## config.mk

```make
export PLATFORM = sky130hd
export DESIGN_NAME = sun_raster_rle_rgb_unpack
export DESIGN_NICKNAME = d
export VERILOG_FILES = /design/src/hw/rtl/srle_pkg.sv /design/src/hw/rtl/sun_raster_rle_rgb_unpack.sv
export SDC_FILE = /design/constraint.sdc
export NUM_CORES = 1
export LEC_CHECK = 0
export BUFFER_PORTS_ARGS = -buffer_cell sky130_fd_sc_hd__buf_2
export CAP_MARGIN = 5
export CORE_AREA = 2 2 184 186
export DETAILED_ROUTE_END_ITERATION = 12
export DIE_AREA = 0 0 186 188
export PLACE_DENSITY = 0.58
export SKIP_CTS_REPAIR_TIMING = 1
export SLEW_MARGIN = 30
export SYNTH_ARGS = -nofsm -noshare
export SYNTH_HDL_FRONTEND = slang
export SYNTH_SLANG_ARGS = --single-unit
```

## constraint.sdc

```tcl
create_clock -name i_clk -period 10.65 [get_ports i_clk]
set_input_delay 2.6625 -clock i_clk [delete_from_list [all_inputs] [get_ports i_clk]]
set_output_delay 2.6625 -clock i_clk [all_outputs]
set_load 0.05 [all_outputs]
```

## src/hw/rtl/srle_pkg.sv

```systemverilog
// shared types and constants for the raster rle rgb unpacker
package srle_pkg;

    localparam logic [7:0] ESC_BYTE    = 8'h80;
    // count byte after an escape that stands for a literal escape byte
    localparam logic [7:0] ESC_LITERAL = 8'h00;

    // result queue sizing
    localparam int unsigned FIFO_DEPTH = 4;
    localparam int unsigned FIFO_AW    = $clog2(FIFO_DEPTH);
    localparam int unsigned FIFO_CW    = $clog2(FIFO_DEPTH + 1);

    // register indexes of the configuration port
    localparam logic CFG_ENCODED_MODE = 1'b0;
    localparam logic CFG_ROW_WIDTH    = 1'b1;

    // 171 / 512 approximates 1/3 exactly enough for values up to 256
    localparam logic [7:0] RECIP3 = 8'd171;

    typedef struct packed {
        logic [7:0] in_byte;
        logic       new_image;
    } t_item;

    typedef struct packed {
        logic [7:0] red;
        logic [7:0] green;
        logic [7:0] blue;
        logic [6:0] repeat_res;
        logic       last;
    } t_result;

endpackage

```

## src/hw/rtl/sun_raster_rle_rgb_unpack.sv

```systemverilog
// raster byte stream to rgb pixel unpacker, run-length or raw triplets
//
// usage
//   input channel: one data byte per transfer on i_in_data, with i_in_valid
//   and o_in_stall. new_image in the item clears the parse state first.
//   output channel: one pixel result per transfer on o_out_data, with
//   o_out_valid and i_out_stall. a run may produce a mixed pixel plus one
//   uniform pixel carrying a repeat count; last marks the final result of
//   the byte that caused it.
//   configuration: i_cfg_we writes i_cfg_data to register i_cfg_index
//   (0 encoded mode, 1 row width); write only while the block is idle.
// timing
//   each accepted byte is decoded in the same cycle and its results are
//   registered into a four-entry result queue, which offers them in order.
//   one byte per cycle is taken as long as the queue has room for two
//   results, so o_in_stall rises whenever fewer than two entries are free,
//   whether from receiver stalls or from runs that add two results per byte.
// reset
//   synchronous active-low reset empties the queue, clears parse state and
//   sets encoded mode with a row width of one.
module sun_raster_rle_rgb_unpack (
    input  logic            i_clk,
    input  logic            i_rst_n,
    // byte input channel
    input  logic            i_in_valid,
    output logic            o_in_stall,
    input  srle_pkg::t_item i_in_data,
    // pixel output channel
    output logic              o_out_valid,
    input  logic              i_out_stall,
    output srle_pkg::t_result o_out_data,
    // configuration write port
    input  logic            i_cfg_we,
    input  logic            i_cfg_index,
    input  logic [15:0]     i_cfg_data
);

    typedef enum logic [1:0] {
        PH_NORMAL = 2'd0,
        PH_COUNT  = 2'd1,
        PH_VALUE  = 2'd2,
        PH_PAD    = 2'd3
    } t_phase;

    // configuration registers
    logic        r_encoded_mode;
    logic [15:0] r_row_width;

    // parse state
    t_phase      r_phase,   n_phase;
    logic [7:0]  r_run_len, n_run_len;
    logic [1:0]  r_pcount,  n_pcount;
    logic [7:0]  r_pb0,     n_pb0;
    logic [7:0]  r_pb1,     n_pb1;
    logic [15:0] r_col,     n_col;

    // result queue
    srle_pkg::t_result                   r_fifo [srle_pkg::FIFO_DEPTH];
    logic [srle_pkg::FIFO_AW-1:0]        r_head, r_tail;
    logic [srle_pkg::FIFO_CW-1:0]        r_count, n_count;

    // state seen by this byte, after an optional new image clear
    t_phase      e_phase;
    logic [7:0]  e_run_len;
    logic [1:0]  e_pcount;
    logic [7:0]  e_pb0, e_pb1;
    logic [15:0] e_col;

    logic        in_xfer, out_xfer;
    logic [7:0]  c;
    logic        do_push, do_run, raw_push;
    logic [7:0]  push_val;
    logic [15:0] col_inc;
    logic [1:0]  push_cnt;
    srle_pkg::t_result res_a, res_b;

    // run arithmetic
    logic [8:0]  total, total_adj;
    logic [16:0] prod;
    logic [6:0]  run_q;
    logic [8:0]  three_q;
    logic [1:0]  run_r;
    logic        mixed;

    assign in_xfer     = i_in_valid && !o_in_stall;
    assign out_xfer    = o_out_valid && !i_out_stall;
    assign o_out_valid = (r_count != '0);
    assign o_out_data  = r_fifo[r_head];
    // room for the worst case of two results per byte
    assign o_in_stall  = (r_count > srle_pkg::FIFO_CW'(srle_pkg::FIFO_DEPTH - 2));
    assign c           = i_in_data.in_byte;

    always_comb begin
        // apply new image clear before the byte is used
        if (i_in_data.new_image) begin
            e_phase   = PH_NORMAL;
            e_run_len = '0;
            e_pcount  = '0;
            e_pb0     = '0;
            e_pb1     = '0;
            e_col     = '0;
        end else begin
            e_phase   = r_phase;
            e_run_len = r_run_len;
            e_pcount  = r_pcount;
            e_pb0     = r_pb0;
            e_pb1     = r_pb1;
            e_col     = r_col;
        end

        n_phase   = e_phase;
        n_run_len = e_run_len;
        n_pcount  = e_pcount;
        n_pb0     = e_pb0;
        n_pb1     = e_pb1;
        n_col     = e_col;

        do_push   = 1'b0;
        do_run    = 1'b0;
        raw_push  = 1'b0;
        push_val  = c;
        push_cnt  = '0;
        res_a     = '0;
        res_b     = '0;
        col_inc   = e_col + 16'd1;

        // byte classification
        if (r_encoded_mode) begin
            case (e_phase)
                PH_COUNT: begin
                    if (c == srle_pkg::ESC_LITERAL) begin
                        // escaped literal
                        do_push  = 1'b1;
                        push_val = srle_pkg::ESC_BYTE;
                        n_phase  = PH_NORMAL;
                    end else begin
                        n_run_len = c;
                        n_phase   = PH_VALUE;
                    end
                end
                PH_VALUE: begin
                    do_run  = 1'b1;
                    n_phase = PH_NORMAL;
                end
                default: begin
                    if (c == srle_pkg::ESC_BYTE) begin
                        n_phase = PH_COUNT;
                    end else begin
                        n_phase = PH_NORMAL;
                        do_push = 1'b1;
                    end
                end
            endcase
        end else begin
            n_phase = PH_NORMAL;
            if (e_phase != PH_PAD) begin
                do_push  = 1'b1;
                raw_push = 1'b1;
            end
        end

        // single byte into the triplet
        if (do_push) begin
            if (e_pcount >= 2'd2) begin
                res_a.red        = push_val;
                res_a.green      = e_pb1;
                res_a.blue       = e_pb0;
                res_a.repeat_res = 7'd1;
                push_cnt         = 2'd1;
                n_pcount         = '0;
                if (raw_push) begin
                    if (col_inc >= r_row_width) begin
                        n_col = '0;
                        if (r_row_width[0]) begin
                            n_phase = PH_PAD;
                        end
                    end else begin
                        n_col = col_inc;
                    end
                end
            end else begin
                if (!e_pcount[0]) begin
                    n_pb0 = push_val;
                end else begin
                    n_pb1 = push_val;
                end
                n_pcount = e_pcount + 2'd1;
            end
        end

        // run of run_len + 1 copies of c
        total     = {1'b0, e_run_len} + 9'd1;
        mixed     = (e_pcount != 2'd0);
        total_adj = total;
        if (e_pcount == 2'd1) begin
            total_adj = total - 9'd2;
        end else if (e_pcount >= 2'd2) begin
            total_adj = total - 9'd1;
        end
        prod    = total_adj * srle_pkg::RECIP3;
        run_q   = prod[15:9];
        three_q = {1'b0, run_q, 1'b0} + {2'b00, run_q};
        run_r   = 2'(total_adj - three_q);

        if (do_run) begin
            if (mixed) begin
                res_a.red        = c;
                res_a.green      = (e_pcount == 2'd1) ? c : e_pb1;
                res_a.blue       = e_pb0;
                res_a.repeat_res = 7'd1;
                push_cnt         = 2'd1;
            end
            if (run_q != '0) begin
                if (mixed) begin
                    res_b.red        = c;
                    res_b.green      = c;
                    res_b.blue       = c;
                    res_b.repeat_res = run_q;
                    push_cnt         = 2'd2;
                end else begin
                    res_a.red        = c;
                    res_a.green      = c;
                    res_a.blue       = c;
                    res_a.repeat_res = run_q;
                    push_cnt         = 2'd1;
                end
            end
            // leftover copies stay pending
            if (run_r != 2'd0) begin
                n_pb0 = c;
            end
            if (run_r == 2'd2) begin
                n_pb1 = c;
            end
            n_pcount = run_r;
        end

        res_a.last = (push_cnt == 2'd1);
        res_b.last = 1'b1;

        n_count = r_count
                + (in_xfer ? srle_pkg::FIFO_CW'(push_cnt) : '0)
                - (out_xfer ? srle_pkg::FIFO_CW'(1) : '0);
    end

    // control and parse state
    always_ff @(posedge i_clk) begin
        if (!i_rst_n) begin
            r_encoded_mode <= 1'b1;
            r_row_width    <= 16'd1;
            r_phase        <= PH_NORMAL;
            r_run_len      <= '0;
            r_pcount       <= '0;
            r_pb0          <= '0;
            r_pb1          <= '0;
            r_col          <= '0;
            r_head         <= '0;
            r_tail         <= '0;
            r_count        <= '0;
        end else begin
            if (i_cfg_we) begin
                case (i_cfg_index)
                    srle_pkg::CFG_ENCODED_MODE: r_encoded_mode <= i_cfg_data[0];
                    srle_pkg::CFG_ROW_WIDTH:    r_row_width    <= i_cfg_data;
                    default:                    r_row_width    <= r_row_width;
                endcase
            end
            if (in_xfer) begin
                r_phase   <= n_phase;
                r_run_len <= n_run_len;
                r_pcount  <= n_pcount;
                r_pb0     <= n_pb0;
                r_pb1     <= n_pb1;
                r_col     <= n_col;
                r_tail    <= r_tail + srle_pkg::FIFO_AW'(push_cnt);
            end
            if (out_xfer) begin
                r_head <= r_head + srle_pkg::FIFO_AW'(1);
            end
            r_count <= n_count;
        end
    end

    // result queue storage, payload only
    always_ff @(posedge i_clk) begin
        if (in_xfer && push_cnt != 2'd0) begin
            r_fifo[r_tail] <= res_a;
        end
        if (in_xfer && push_cnt == 2'd2) begin
            r_fifo[r_tail + srle_pkg::FIFO_AW'(1)] <= res_b;
        end
    end

`ifndef SYNTH
    // queue never holds more than its depth
    a_count_range: assert property (@(posedge i_clk) disable iff (!i_rst_n)
        r_count <= srle_pkg::FIFO_CW'(srle_pkg::FIFO_DEPTH))
        else $error("result queue count out of range");

    // a byte is only taken with room for two results
    a_room_on_accept: assert property (@(posedge i_clk) disable iff (!i_rst_n)
        in_xfer |-> r_count <= srle_pkg::FIFO_CW'(srle_pkg::FIFO_DEPTH - 2))
        else $error("byte accepted without room for two results");

    // pending byte count stays below a full triplet
    a_pcount_range: assert property (@(posedge i_clk) disable iff (!i_rst_n)
        r_pcount != 2'd3)
        else $error("pending count reached three");

    // two results come only from a run value byte in encoded mode
    a_two_from_run: assert property (@(posedge i_clk) disable iff (!i_rst_n)
        (in_xfer && push_cnt == 2'd2) |-> (r_encoded_mode && e_phase == PH_VALUE))
        else $error("two results from a byte that is not a run value");

    // a transfer leaves the queue one entry lighter unless a byte refilled it
    a_pop_count: assert property (@(posedge i_clk) disable iff (!i_rst_n)
        (out_xfer && !in_xfer) |=> r_count == $past(r_count) - srle_pkg::FIFO_CW'(1))
        else $error("queue count did not drop after output transfer");
`endif

endmodule

```

==> out/qor.yml <==
synth_common_cells: "nand2_1, edfxtp_1, dfxtp_1"
synthToLayoutAreaGrowth_pct: 11.68
drive_gt1_share_pct: 14.92
clk_latency_ps: 450
setup_ws_ps: 1213
wire_per_inst_microns: 17.00
crit_fanout: 14
slowest_delay_ps: 530
drt-total-wl_microns: 27220
hold_path_end: "r_row_width[11]$_SDFFE_PN0P_"
min_period_ps: 9437
yosysMostFrequentCell: "nand2_1"
p_per_area_nw_per_um2: 201.0
start_kind: "input port"
dieHeight_microns: 188
grt_pass1_wl_microns: 43510
coreArea_sq_um: 33110
cts_buffer_depth: 2
fin_setup_tns_ps: 0
critPathRequiredTime_ps: 10990
slowest_stage: "fa_1"
use_met1_pct: 22.71
r2r_slack_ps: 2890
gp_congestion: 0.8479
synth-edff-count: 124
cts_root_buffer: "clkbuf_16"
first_global_vias: 7901
p_switching_w: 0.001018
dp_hpwl_microns: 18370
cts.sinks: 198
synth.top_cell.area_share_pct: 32.57
vias: 8232
async_flop_share_pct: 0
whs_ps: 466.7
n_fill_cell: 3247
rsz0062_at_grt: "false"
tightest_slew_ps: 820.2
ys_seq_area_share_pct: 45.53
multi_input_area_sq_um: 5821
fin_crit_sh_pct: 88.61
ant_nets: 0
r2r_end: "r_count[2]$_SDFF_PN0_"
cp_common_cell: "ha_1"
leakage_nw: 4.727
grt_busiest_layer: "met2"
worst_ir_drop_vdd_uv: 121.2
final_nets: 1256
synth_top_area_cell: "edfxtp_1"
viasPerCell: 5.142
cts_tree: "done"
grt_start_max_net_pins: 70
fin_skew_ps: 16.48
outcome: "finished clean"
antenna_cells: 0
cpLargestDelayFamily: "adder cells"
crit_path_end_kind: "flip-flop"
synth.distinct_cells: 70
met3_usage_pct: 3.088
die_x_microns: 186
synth_area_sq_um: 11430
initial_core_util_pct: 34.52
row_count: 67
crit_buf_inv: 7
first_pass_iters: 5
synth_fp_nets: 1214
grt_remaining_overflow: 0
seqCellArea_sq_um: 5206
min_from: "r_row_width[11]$_SDFFE_PN0P_"
path_class: "input port to flip-flop"
pwr-share-comb_pct: 39.9
r2r_start: "r_run_len[0]$_SDFFE_PN0P_"
synth_top_flop_cell: "edfxtp_1"
drc_errors: 0
r2r_cells: 34
p_seq_share_pct: 34.3
drv_cap: 0
cts_buffers: 17
grtUsageTotal_pct: 15.95
slew_headroom_pct: 44.95
yosysWarnings: 0
synth.avg_cell_area_sq_um: 10.41
hold_depth: 2
place_ws_ps: 781.0
initialDrtViolationCount: 740
synth_seq_cells: 198
pin_count: 65
synth_cells: 1098
h-tree-depth: 4
max_freq_mhz: 106.0
setup_viol: 0
swShare_pct: 39.67
portBuffers: 64
hold_viol: 0
hold_path.class: "flip-flop to flip-flop"
p_int_w: 0.001548
clk_pin_slew_ps: 80
synth_area_leaders: "edfxtp_1, dfxtp_1, ha_1, mux4_2, nand2_1"
pwr-share-clk_pct: 25.8
antenna_found_initial: 0
worst_ep_arrival_time_ps: 9780
finalMaxSlewViolations: 0
die_area_sq_um: 34970
gr-usage-met2_pct: 25.01
metal layers:
layer,share of wire (%),routed length (microns)
met4,1.1,292
met2,46,12570
met3,5.4,1482
met5,0,0
met1,47,12870
cell type report:
cell class	instances	area share [%]
tap	448	4.391
inverter	44	1.294
sequential	198	40.78
clock inverter	15	1.333
clock buffer	17	3.332
multi-input combinational	802	45.59
timing repair buffer	77	3.274
layout by cell type (no fill, tap or decap), types with 4 or more instances in the layout:
master / Yosys / layout
nand2_4: 4 / 4
dfxtp_1: 74 / 73
a21boi_0: 19 / 19
xor2_1: 18 / 18
edfxtp_1: 124 / 124
inv_1: 42 / 42
nor2b_1: 43 / 43
nor2_1: 61 / 61
nor3_1: 12 / 12
and2_1: 45 / 45
nand4_1: 5 / 5
xnor2_1: 25 / 25
nand2_1: 172 / 172
inv_8: 0 / 6
a22oi_1: 36 / 36
o22ai_1: 7 / 7
nand2_2: 4 / 4
buf_4: 2 / 13
fa_1: 15 / 15
buf_2: 2 / 64
nand3_1: 21 / 21
clkbuf_16: 0 / 17
mux4_2: 32 / 32
and3_1: 6 / 6
o21ai_0: 30 / 29
a31oi_1: 9 / 9
a21o_1: 11 / 11
ha_1: 70 / 70
o211ai_2: 4 / 4
nand2b_1: 6 / 6
o21ai_1: 63 / 63
nor4_1: 5 / 5
or3_1: 5 / 5
a21oi_1: 27 / 27
worst max path at each step:
| stage | start | to | slack (ps) | cells past startpoint |
|---|---|---|---|---|
| after floorplan | i_in_data[0] | r_count[2]$_SDFF_PN0_ | 990 | 35 |
| after global placement | i_in_data[0] | r_count[2]$_SDFF_PN0_ | 860 | 34 |
| after detailed placement | i_in_data[0] | r_count[2]$_SDFF_PN0_ | 780 | 34 |
| after CTS | i_in_data[0] | r_count[2]$_SDFF_PN0_ | 1240 | 34 |
| after global routing | i_in_data[0] | r_count[2]$_SDFF_PN0_ | 720 | 34 |
| final | i_in_data[0] | r_count[2]$_SDFF_PN0_ | 1210 | 34 |
through the flow:
step	total power, W	util (%)	instance area, sq um	cells
final	0.002566	38.55	12770	1601
after global routing	0.002721	38.55	12770	1601
after CTS	0.002596	38.55	12770	1601
after detailed placement	0.001929	36.75	12170	1569
after global placement	0.001919	36.74	12170	1569
after floorplan	0.001709	-	11430	1098
power by group through the flow:
stage	Combinational [W]	Clock, W	Sequential (W)
floorplan	0.000826	0	0.000883
global placement	0.00102	0	0.000896
detailed placement	0.00103	0	0.000897
CTS	0.00104	0.000679	0.000880
global route	0.00113	0.000706	0.000886
finish	0.00102	0.000661	0.000881
registers in the layout (all words and copies together) (netlist names), 3 cells and up, named ones only:
register / count
r_fifo: 128
r_col: 16
r_row_width: 16
r_pb0: 8
r_pb1: 8
r_run_len: 8
r_count: 3
worst min-delay path: cells and delay by family, from the launching register on:
family | cells | cell delay (ps)
flops | 1 | 310
compound gates | 1 | 60
simple gates | 1 | 40
kinds of logic after synthesis:
| kind of cell | share of synthesized area, % |
|---|---|
| compound gates | 13.00 |
| xor+xnor | 3.535 |
| fa+ha+maj | 10.29 |
| buf+inv | 3.579 |
| flops | 45.53 |
| mux | 6.480 |
| simple gates | 17.58 |
Power figures use the tool's default switching activity.
